[src/sv/mtas_pkg.sv]
`timescale 1ns / 1ps

package mtas_pkg;

	// Field widths
	localparam int USAGE_W = 8;
	localparam int PREF_W  = 5;
	localparam int MASK_W  = 32;
	localparam int SIZE_W  = 48;
	localparam int BYTES_W = 64;
	localparam int COUNT_W = 13;

	// Parameter defaults
	localparam int TYPE_COUNT_DEF = 32;
	localparam int MAX_ITEMS_DEF  = 4096;
	localparam int COUNT_FIELD_MAX = 8191;

	// Configuration register indexes
	localparam int CFG_IDX_W = 2;
	localparam logic [CFG_IDX_W-1:0] CFG_ORIGIN_USAGE = 2'd0;
	localparam logic [CFG_IDX_W-1:0] CFG_ORIGIN_MASK  = 2'd1;
	localparam logic [CFG_IDX_W-1:0] CFG_ORIGIN_PREF  = 2'd2;

	// One per-type accumulator entry
	typedef struct packed {
		logic [BYTES_W-1:0] bytes;
		logic [COUNT_W-1:0] count;
		logic [MASK_W-1:0]  cmn;
	} entry_t;

	// Sequencer to store
	typedef struct packed {
		logic acc;
		logic clear;
	} store_cmd_t;

	localparam entry_t ENTRY_RESET = '{bytes: '0, count: '0, cmn: '1};

endpackage

[src/sv/memory_type_anchor_selector.sv]
`timescale 1ns / 1ps

// Memory type anchor selector.
// Input channel (in_valid / in_stall) carries one reservation per request.
// Reservations whose usage matches origin_usage are folded into TYPE_COUNT
// per-type accumulators (saturating byte sum, item count, AND of type masks) by one
// shared add/compare unit that walks the types, one type per cycle.
// Steps per request:
//   non-matching, not last : accepted straight back in idle
//   matching               : accumulate walk over every type
//   is_last                : after that, reads the origin's preferred
//                            entry, scans the viable types and loads the
//                            result.
// in_stall is high whenever the sequencer is not idle.
// The output channel (out_valid / out_stall) has its own result register,
// so the next set may start while a result waits; only the load of a new
// result waits for the register to free up. Result then holds stable.
// Reset clears config to zero and drops all per-type valid bits at once,
// so the store reads as cleared in the first cycle after reset; no sweep.
// Config writes (cfg_we) take effect at once and must come while idle.

module memory_type_anchor_selector #(
	parameter int TYPE_COUNT = mtas_pkg::TYPE_COUNT_DEF,
	parameter int MAX_ITEMS  = mtas_pkg::MAX_ITEMS_DEF
) (
	input  logic                                clk,
	input  logic                                arst_n,
	// config
	input  logic                                cfg_we,
	input  logic [mtas_pkg::CFG_IDX_W-1:0]      cfg_index,
	input  logic [mtas_pkg::MASK_W-1:0]         cfg_data,
	// input channel
	input  logic                                in_valid,
	output logic                                in_stall,
	input  logic [mtas_pkg::USAGE_W-1:0]        item_usage,
	input  logic [mtas_pkg::PREF_W-1:0]         item_preferred_index,
	input  logic [mtas_pkg::MASK_W-1:0]         item_type_mask,
	input  logic [mtas_pkg::SIZE_W-1:0]         item_size,
	input  logic                                is_last,
	// output channel
	output logic                                out_valid,
	input  logic                                out_stall,
	output logic [mtas_pkg::PREF_W-1:0]         best_type_index,
	output logic [mtas_pkg::COUNT_W-1:0]        group_size,
	output logic [mtas_pkg::MASK_W-1:0]         common_type_mask,
	output logic                                status
);

	localparam int IW = (TYPE_COUNT > 1) ? $clog2(TYPE_COUNT) : 1;
	localparam int CountCap = (MAX_ITEMS < mtas_pkg::COUNT_FIELD_MAX)
		? MAX_ITEMS : mtas_pkg::COUNT_FIELD_MAX;
	localparam logic [IW-1:0] IdxLast = IW'(TYPE_COUNT - 1);
	localparam logic [mtas_pkg::PREF_W:0] TypeCountW = (mtas_pkg::PREF_W + 1)'(TYPE_COUNT);

	// sequencer states
	localparam logic [2:0] S_IDLE = 3'd0;
	localparam logic [2:0] S_ACC  = 3'd1;
	localparam logic [2:0] S_PREF = 3'd2;
	localparam logic [2:0] S_SCAN = 3'd3;
	localparam logic [2:0] S_EMIT = 3'd4;

	logic [2:0] state_q;
	logic [IW-1:0] idx_q;

	// config registers
	logic [mtas_pkg::USAGE_W-1:0] origin_usage_q;
	logic [mtas_pkg::MASK_W-1:0]  origin_mask_q;
	logic [mtas_pkg::PREF_W-1:0]  origin_pref_q;

	// latched request
	logic [TYPE_COUNT-1:0]         both_q;
	logic [mtas_pkg::SIZE_W-1:0]   size_q;
	logic [mtas_pkg::MASK_W-1:0]   mask_q;
	logic                          last_q;

	logic [TYPE_COUNT-1:0] viable_q;

	// running best during the selection scan
	logic [mtas_pkg::PREF_W-1:0]  best_idx_q;
	logic [mtas_pkg::BYTES_W-1:0] best_bytes_q;
	logic [mtas_pkg::COUNT_W-1:0] best_cnt_q;
	logic [mtas_pkg::MASK_W-1:0]  best_and_q;

	// result register
	logic                          out_valid_q;
	logic [mtas_pkg::PREF_W-1:0]   out_idx_q;
	logic [mtas_pkg::COUNT_W-1:0]  out_cnt_q;
	logic [mtas_pkg::MASK_W-1:0]   out_mask_q;
	logic                          out_status_q;

	logic in_accept;
	logic usage_hit;
	logic pref_in_range;
	logic item_pref_in_range;
	logic emit_go;
	logic scan_take;
	logic [IW-1:0] rd_idx;
	mtas_pkg::store_cmd_t cmd;
	mtas_pkg::entry_t rd_data;

	assign in_stall  = (state_q != S_IDLE);
	assign in_accept = in_valid && !in_stall;
	assign usage_hit = (item_usage == origin_usage_q);
	assign pref_in_range      = ({1'b0, origin_pref_q} < TypeCountW);
	assign item_pref_in_range = ({1'b0, item_preferred_index} < TypeCountW);
	assign emit_go   = (state_q == S_EMIT) && (!out_valid_q || !out_stall);

	// a viable type other than the origin's preferred one that beats the best
	assign scan_take = viable_q[idx_q]
		&& (mtas_pkg::PREF_W'(idx_q) != origin_pref_q)
		&& ((rd_data.bytes > best_bytes_q)
			|| ((rd_data.bytes == best_bytes_q) && (rd_data.count > best_cnt_q)));

	assign rd_idx    = (state_q == S_PREF) ? origin_pref_q[IW-1:0] : idx_q;
	assign cmd.acc   = (state_q == S_ACC) && both_q[idx_q];
	assign cmd.clear = emit_go;

	mtas_store #(
		.TYPE_COUNT (TYPE_COUNT),
		.COUNT_CAP  (CountCap)
	) u_store (
		.clk     (clk),
		.arst_n  (arst_n),
		.cmd     (cmd),
		.rd_idx  (rd_idx),
		.size    (size_q),
		.mask    (mask_q),
		.rd_data (rd_data)
	);

	// config port
	always_ff @(posedge clk or negedge arst_n) begin
		if (!arst_n) begin
			origin_usage_q <= '0;
			origin_mask_q  <= '0;
			origin_pref_q  <= '0;
		end else if (cfg_we) begin
			unique case (cfg_index)
				mtas_pkg::CFG_ORIGIN_USAGE: origin_usage_q <= cfg_data[mtas_pkg::USAGE_W-1:0];
				mtas_pkg::CFG_ORIGIN_MASK:  origin_mask_q  <= cfg_data;
				mtas_pkg::CFG_ORIGIN_PREF:  origin_pref_q  <= cfg_data[mtas_pkg::PREF_W-1:0];
				default: ;
			endcase
		end
	end

	// request payload latch
	always_ff @(posedge clk) begin
		if (in_accept) begin
			both_q <= usage_hit
				? (item_type_mask[TYPE_COUNT-1:0] & origin_mask_q[TYPE_COUNT-1:0]) : '0;
			size_q <= item_size;
			mask_q <= item_type_mask;
			last_q <= is_last;
		end
	end

	// sequencer
	always_ff @(posedge clk or negedge arst_n) begin
		if (!arst_n) begin
			state_q <= S_IDLE;
			idx_q   <= '0;
		end else begin
			unique case (state_q)
				S_IDLE: begin
					idx_q <= '0;
					if (in_accept) begin
						if (usage_hit) begin
							state_q <= S_ACC;
						end else if (is_last) begin
							state_q <= S_PREF;
						end
					end
				end
				S_ACC: begin
					if (idx_q == IdxLast) begin
						idx_q   <= '0;
						state_q <= last_q ? S_PREF : S_IDLE;
					end else begin
						idx_q <= idx_q + 1'b1;
					end
				end
				S_PREF: begin
					idx_q   <= '0;
					state_q <= S_SCAN;
				end
				S_SCAN: begin
					if (idx_q == IdxLast) begin
						idx_q   <= '0;
						state_q <= S_EMIT;
					end else begin
						idx_q <= idx_q + 1'b1;
					end
				end
				S_EMIT: begin
					if (emit_go) begin
						state_q <= S_IDLE;
					end
				end
				default: state_q <= S_IDLE;
			endcase
		end
	end

	// viability: item's preferred type supported by the origin
	always_ff @(posedge clk or negedge arst_n) begin
		if (!arst_n) begin
			viable_q <= '0;
		end else if (emit_go) begin
			viable_q <= '0;
		end else if (in_accept && usage_hit && item_pref_in_range
				&& origin_mask_q[item_preferred_index]) begin
			viable_q[item_preferred_index[IW-1:0]] <= 1'b1;
		end
	end

	// running best; origin's preferred type seeds it and wins exact ties
	always_ff @(posedge clk) begin
		if (state_q == S_PREF) begin
			best_idx_q <= origin_pref_q;
			if (pref_in_range) begin
				best_bytes_q <= rd_data.bytes;
				best_cnt_q   <= rd_data.count;
				best_and_q   <= rd_data.cmn;
			end else begin
				best_bytes_q <= mtas_pkg::ENTRY_RESET.bytes;
				best_cnt_q   <= mtas_pkg::ENTRY_RESET.count;
				best_and_q   <= mtas_pkg::ENTRY_RESET.cmn;
			end
		end else if (state_q == S_SCAN && scan_take) begin
			best_idx_q   <= mtas_pkg::PREF_W'(idx_q);
			best_bytes_q <= rd_data.bytes;
			best_cnt_q   <= rd_data.count;
			best_and_q   <= rd_data.cmn;
		end
	end

	// result register
	always_ff @(posedge clk or negedge arst_n) begin
		if (!arst_n) begin
			out_valid_q <= 1'b0;
		end else if (emit_go) begin
			out_valid_q <= 1'b1;
		end else if (!out_stall) begin
			out_valid_q <= 1'b0;
		end
	end

	always_ff @(posedge clk) begin
		if (emit_go) begin
			out_idx_q    <= best_idx_q;
			out_cnt_q    <= best_cnt_q;
			out_mask_q   <= origin_mask_q & best_and_q;
			out_status_q <= !(pref_in_range && viable_q[origin_pref_q[IW-1:0]]);
		end
	end

	assign out_valid        = out_valid_q;
	assign best_type_index  = out_idx_q;
	assign group_size       = out_cnt_q;
	assign common_type_mask = out_mask_q;
	assign status           = out_status_q;

	// a closing request always starts a walk (accumulate or selection)
	a_last_busy: assert property (@(posedge clk) disable iff (!arst_n)
		in_accept && is_last |=> in_stall)
		else $error("closing request did not start selection");

	// loading a result clears viability and returns to idle
	a_emit_clear: assert property (@(posedge clk) disable iff (!arst_n)
		emit_go |=> (viable_q == '0) && (state_q == S_IDLE) && out_valid)
		else $error("emit did not clear store or load result");

	// a pending result is never overwritten
	a_no_overwrite: assert property (@(posedge clk) disable iff (!arst_n)
		out_valid && out_stall |-> !emit_go)
		else $error("result overwritten while stalled");

	// accumulation only while the walk is running
	a_acc_walk: assert property (@(posedge clk) disable iff (!arst_n)
		cmd.acc |-> (state_q == S_ACC) && !cmd.clear)
		else $error("store written outside accumulate walk");

endmodule

[src/sv/mtas_store.sv]
`timescale 1ns / 1ps

module mtas_store #(
	parameter int TYPE_COUNT = mtas_pkg::TYPE_COUNT_DEF,
	parameter int COUNT_CAP  = mtas_pkg::MAX_ITEMS_DEF,
	localparam int IW = (TYPE_COUNT > 1) ? $clog2(TYPE_COUNT) : 1
) (
	input  logic                              clk,
	input  logic                              arst_n,
	input  mtas_pkg::store_cmd_t              cmd,
	input  logic [IW-1:0]                     rd_idx,
	input  logic [mtas_pkg::SIZE_W-1:0]       size,
	input  logic [mtas_pkg::MASK_W-1:0]       mask,
	output mtas_pkg::entry_t                  rd_data
);

	localparam logic [mtas_pkg::COUNT_W-1:0] Cap = mtas_pkg::COUNT_W'(COUNT_CAP);

	mtas_pkg::entry_t mem_q [TYPE_COUNT];
	logic [TYPE_COUNT-1:0] valid_q;

	mtas_pkg::entry_t cur;
	mtas_pkg::entry_t nxt;
	logic [mtas_pkg::BYTES_W:0] sum;

	// invalid entries read as their reset value
	always_comb begin
		cur = valid_q[rd_idx] ? mem_q[rd_idx] : mtas_pkg::ENTRY_RESET;
		rd_data = cur;
		sum = {1'b0, cur.bytes}
			+ {{(mtas_pkg::BYTES_W + 1 - mtas_pkg::SIZE_W){1'b0}}, size};
		nxt.bytes = sum[mtas_pkg::BYTES_W] ? '1 : sum[mtas_pkg::BYTES_W-1:0];
		nxt.count = (cur.count < Cap) ? cur.count + 1'b1 : cur.count;
		nxt.cmn   = cur.cmn & mask;
	end

	always_ff @(posedge clk) begin
		if (cmd.acc) begin
			mem_q[rd_idx] <= nxt;
		end
	end

	always_ff @(posedge clk or negedge arst_n) begin
		if (!arst_n) begin
			valid_q <= '0;
		end else if (cmd.clear) begin
			valid_q <= '0;
		end else if (cmd.acc) begin
			valid_q[rd_idx] <= 1'b1;
		end
	end

endmodule
[config.mk]
export PLATFORM = sky130hd
export DESIGN_NAME = memory_type_anchor_selector
export DESIGN_NICKNAME = d
export VERILOG_FILES = /design/src/sv/mtas_pkg.sv /design/src/sv/memory_type_anchor_selector.sv /design/src/sv/mtas_store.sv
export SDC_FILE = /design/constraint.sdc
export NUM_CORES = 2
export LEC_CHECK = 0
export ABC_AREA = 1
export BUFFER_PORTS_ARGS = -buffer_cell sky130_fd_sc_hd__clkbuf_2
export CORE_MARGIN = 1.5
export CORE_UTILIZATION = 40
export CTS_CLUSTER_SIZE = 12
export DETAILED_ROUTE_END_ITERATION = 7
export GPL_TIMING_DRIVEN = 0
export PLACE_DENSITY = 0.65
export SKIP_LAST_GASP = 1
export SYNTH_ARGS = -nofsm -noshare
export SYNTH_HDL_FRONTEND = slang
export SYNTH_SLANG_ARGS = --single-unit
[constraint.sdc]
create_clock -name clk -period 15.17 [get_ports clk]
set_clock_uncertainty 0.2 [all_clocks]
set_input_delay 0.7585 -clock clk [delete_from_list [all_inputs] [get_ports clk]]
set_output_delay 0.7585 -clock clk [all_outputs]
set_load 0.02 [all_outputs]
---- After elaboration in Yosys (flattened, before gate mapping) ----
Memory sizes are Yosys's and may differ from the RTL's.
Cells that the tools add are included.
storage, ports and cells
  register bits ........................... 396
  output and inout bits ................... 53
  memories ................................ 1
  input bits .............................. 133
  memory bits (read-only) ................. 0
  bits in writable memories ............... 3488
  latch bits .............................. 0
  logic and storage cells ................. 128
memory list
  memory         depth  width  rd ports  clocked after Yosys merged registers in  wr ports  RTL line          source
  u_store.mem_q  32     109    1         0                                        1         mtas_store.sv:19  mtas_pkg::entry_t mem_q [TYPE_COUNT];
cells by class
  equal/unequal tests ..................... 16
  bitwise gates (word level) .............. 5
  add/sub/neg operators ................... 3
  order comparisons ....................... 9
  shifts and indexed selects .............. 0
  div/mod/pow operators ................... 0
  reductions and logical operators ........ 30
  multiplexer cells ....................... 44
  multipliers ............................. 0
operators by type and width
  operator                 number
  $mux W32                 6
  $mux W64                 3
  $mux W109                1
  $and A32 B32 Y32         3
  $add A64 B48 Y65         1
  $eq A64 B64 Y1           1
  $gt A64 B64 Y1           1
  $or A32 B32 Y32          2
  $mux W13                 3
  $bmux W1 S5              5
  $lt A5 B6 Y1 const B     4
  $mux W5                  4
  $mux W3                  6
  $pmux W3 S5              1
  $add A13 B1 Y13 const B  1
  $gt A13 B13 Y1           1
  $lt A13 B13 Y1 const B   1
  $logic_and A1 B1 Y1      11
  $mux W1                  11
  $demux W1 S5             2
  $ge A5 B1 Y1 const B     2
  $pmux W5 S2              1
  $eq A8 B8 Y1             1
  $reduce_bool A2 Y1       4
  20 further kinds         31

---- Longest topological paths before layout ----
  word-level depth ........................ 12
  gate-level depth with buffers ........... 38
  mapped depth without buffers ............ 32

---- By module ----
Synthesis repeated with hierarchy kept, for this count alone.
second synthesis, totals
  cell total of the unflattened synthesis .. 10702
  area, all modules ....................... 152276.0 sq um
by module, submodules not included
  module                       area each (sq um)  instances  cells each  sequential area each (sq um)
  mtas_store                   135972.9           1          9271        105541.2
  memory_type_anchor_selector  16303.1            1          1431        10500.1

---- Worst setup path after synthesis ----
Ideal clock, no wire load.
  path kind ............................... reg-to-reg
  from .................................... register state_q[0]
  to ...................................... memory u_store.mem_q[11][0] (netlist bit), enable pin
  required time ........................... 14.390 ns
  setup time .............................. 0.580 ns
  cell stages (with the launch flop) ...... 18
  clock period less this slack ............ 7.955 ns
  arrival time ............................ 7.175 ns
  slack ................................... 7.215 ns
  path through ............................ dfrtp_1 nor2_4 nand2_2 buf_6 nand2_2 o21ai_2 nor2_1 inv_2 buf_4 buf_6 buf_2 buf_4 buf_4 buf_2 buf_1 nor2_1 inv_1 nor2_1
on the way
  word-level cells in the longest chain between the ends .. 4
  elaborated cells on any way between the ends .. 6
  classes of those cells .................. 2 x eq/ne; 3 x mux; 1 x reduce/logical
ends and longest elaborated chain
  what                           RTL line                            source
  start: declaration             memory_type_anchor_selector.sv:62   logic [2:0] state_q;
  start signal: assignment       memory_type_anchor_selector.sv:178  state_q <= last_q ? S_PREF : S_IDLE;
  $eq A3 B1 Y1                   memory_type_anchor_selector.sv:115  assign cmd.acc = (state_q == S_ACC) && both_q[idx_q];
  $logic_and A1 B1 Y1            memory_type_anchor_selector.sv:115
  $mux W1                        mtas_store.sv:38                    if (cmd.acc) begin
  $mux W1 (not written as such)  mtas_store.sv:39                    mem_q[rd_idx] <= nxt;
  end: declaration               mtas_store.sv:19
Parallel ways exist; a longest one is shown, timed or not.

==> impl_results.md <==
- Setup CP Type: reg -> reg
- Clock transition at path regs: 0.06 ns
- Yosys top cell by area: edfxtp_1
- Slew @ Worst Pin: 1.58 ns
- Worst r2r path cells: 29
- Drt first-iter violations: 15826
- Std cell rows: 223
- Placer Congestion: 0.918
- Worst EP required: 15.56 ns
- IO buf count: 185
- Commonest register cell after synthesis: edfxtp_1
- Startpoint types: register
- Initial core utilization: 40.3%
- CP Capture Type: register
- Critical-path top delay cell: clkbuf_1
- Post-layout util: 47.4%
- Final hold viol count: 0
- Antenna violations before repair: 38
- Relative slew slack: -5.83%
- First-pass iteration count of the detailed router: 6
- Slew Limit Fails: 60
- Post-DRT Antenna Nets: 0
- Top cell type's share of synthesized area: 75.9%
- Number of global-route vias before repair: 95120
- H-tree Lvls: 5
- Clock Path Buffers: 4
- Commonest cells post-synth: 3766 x edfxtp_1, 1129 x o22ai_1, 792 x nand2_1
- Post-DP Area: 162000 um2
- Largest net degree at the start of global routing: 77
- Fmax: 76.5 MHz
- Final wirelength: 525000 um
- Outcome: finished with violations
- Global-route wire length before repair: 721000 um
- Synth Instances: 9932
- Synth async-reset ratio: 3.04%
- CTS sink cnt: 3884
- DR vias/cell: 6.18
- Final Cell Area: 175000 um2
- Tmin final: 13.07 ns
- DR vias: 99598
- Post-synth EDFFs: 3766
- Mean Syn Cell Area: 15.0 um2
- Worst Path Arrival: 13.46 ns
- Hold WC Path Type: in -> async
- Die Width: 613 um
- Post-Syn Nets: 10192
- Sequential cell area: 116000 um2
- Max Cap Viol: 8
- Ports: 186
- Layout area overhead: 17.6%
- Clock Root Buffer: clkbuf_16
- HPWL Detailed: 357000 um
- Most common cell in the netlist: edfxtp_1
- Core box area: 370000 um2
- Failing checks: max-capacitance violations, max-slew violations
- Hold WS: 0.0720 ns
- Seq/Total Area, Yosys: 77.9%
- Mapped cell area: 149000 um2
- DRC viols: 0
- TritonCTS Buffers: 390
- Routed len/inst: 32.6 um
- Share of cells above drive strength 1: 13.0%
- Sum Neg Setup Slack: 0 ns
- Synth cell types: 56
- Tot GR Track Use: 27.2%
- Critical path fanouts, max: 43
- Die span in y: 613 um
- Setup Buffers After CTS: 0
- Synth Register Bits: 3884
- Final setup violation count: 0
- RSZ-0062 raised after global routing: no
- Area contributors post-synth: edfxtp_1 76%, o22ai_1 4.7%, a22oi_1 2.6%
- CP max stage delay: 1.17 ns
- CTS tree: done
- Synth warnings: 0
- Final period util: 86.2%
- Cell mode on critical path: nand2_1
- Global route overflow: 0
- Nets: 11156
- Area occupied by multi-input gates: 29300 um2
- Clk_lat worst skew: 1.02 ns
- Filler Cells Inserted: 30913
- Die ar.: 376000 um2
-- routing by layer --
layer	track usage [%]	vias to the layer above	part of all wire (%)
li1	-	40610	-
met1	35.5	49814	36
met2	41.5	7735	44
met3	6.18	1421	13
met4	16.4	18	7.1
met5	0	-	0.028
-- per-stage QoR --
stage / cells / setup WS [ns]
4_1_cts: 16078 / 2.36
3_3_place_gp: 15067 / -4.85
5_1_grt: 16092 / 2.27
3_5_place_dp: 15336 / 2.47
2_1_floorplan: 9932 / 7.22
6_report: 16108 / 2.10
-- cells in the final DEF (no fill, tap or decap), types with 54 or more instances in the layout --
cell and instances:
buf_12 165, nand4_1 136, nor2_1 474, edfxtp_1 3766
or2_2 147, buf_2 132, o22ai_1 1129, clkbuf_2 194
clkbuf_1 396, dfrtp_1 118, dlygate4sd3_1 111, inv_1 450
a21oi_1 471, buf_16 60, a22oi_1 516, nand2_1 789
clkinv_1 54, clkbuf_16 393, o21ai_0 636, ha_1 126
nand3_1 127
-- critical path: cells and delay by family, from the launching register on --
family	cells	cell delay, ns
DFF	1	0.32
and+or+nand+nor	18	5.99
AOI/OAI and AO/OA	1	0.32
adders and majority gates	1	0.41
buffers and inverters	9	5.15
-- state kept, by name (all words and copies together) (netlist names), 32 cells and up --
signal / count
best_and_q: 32
best_bytes_q: 64
both_q: 32
common_type_mask: 32
mask_q: 32
origin_mask_q: 32
size_q: 48
u_store.mem_q: 3488
u_store.valid_q: 32
viable_q: 32
-- cells by family (layout without fill, tap and decap cells) --
kind of cell | Yosys count | after routing | share of synthesized area, %
DFF | 3884 | 3884 | 77.9
AOI/OAI and AO/OA | 2965 | 2965 | 12.1
and+or+nand+nor | 1905 | 1905 | 5.77
buffers and inverters | 1001 | 2204 | 2.84
adders and majority gates | 127 | 127 | 1.07
xor gates and xnor gates | 46 | 46 | 0.270
muxes | 4 | 4 | 0.0302
other | 0 | 23 | 0
-- repair_timing --
action,CTS,global route
gates resized for setup,0,0
hold buffers,111,0
endpoints found under the hold margin,245,0
-- area by class of cell --
class | count | share of cell area [%]
Antenna cell | 23 | 0.0329
Timing Repair Buffer | 572 | 4.38
Buffer | 533 | 1.42
Clock buffer | 525 | 5.96
Inverter | 468 | 1.00
Clock inverter | 106 | 0.692
Multi-Input combinational cell | 5047 | 16.7
Tap cell | 4950 | 3.54
Sequential cell | 3884 | 66.3
-- worst paths after layout --
path	start	end	slack, ns
hold reg to reg	best_cnt_q[4]$_DFFE_PP_	group_size[4]$_DFFE_PP_	0.25
hold / removal	arst_n	origin_mask_q[28]$_DFFE_PN0P_	0.07
setup reg to reg	idx_q[3]$_DFFE_PN0P_	best_bytes_q[47]$_DFFE_PP_	2.10
setup / recovery	idx_q[3]$_DFFE_PN0P_	best_bytes_q[47]$_DFFE_PP_	2.10
max in group asynchronous	arst_n	origin_usage_q[5]$_DFFE_PN0P_	13.80
min in group clk	cfg_data[6]	origin_mask_q[6]$_DFFE_PN0P_	0.08
Power is not shown: default switching activity piles up to over one toggle a cycle in this logic, so the estimate is an artifact.
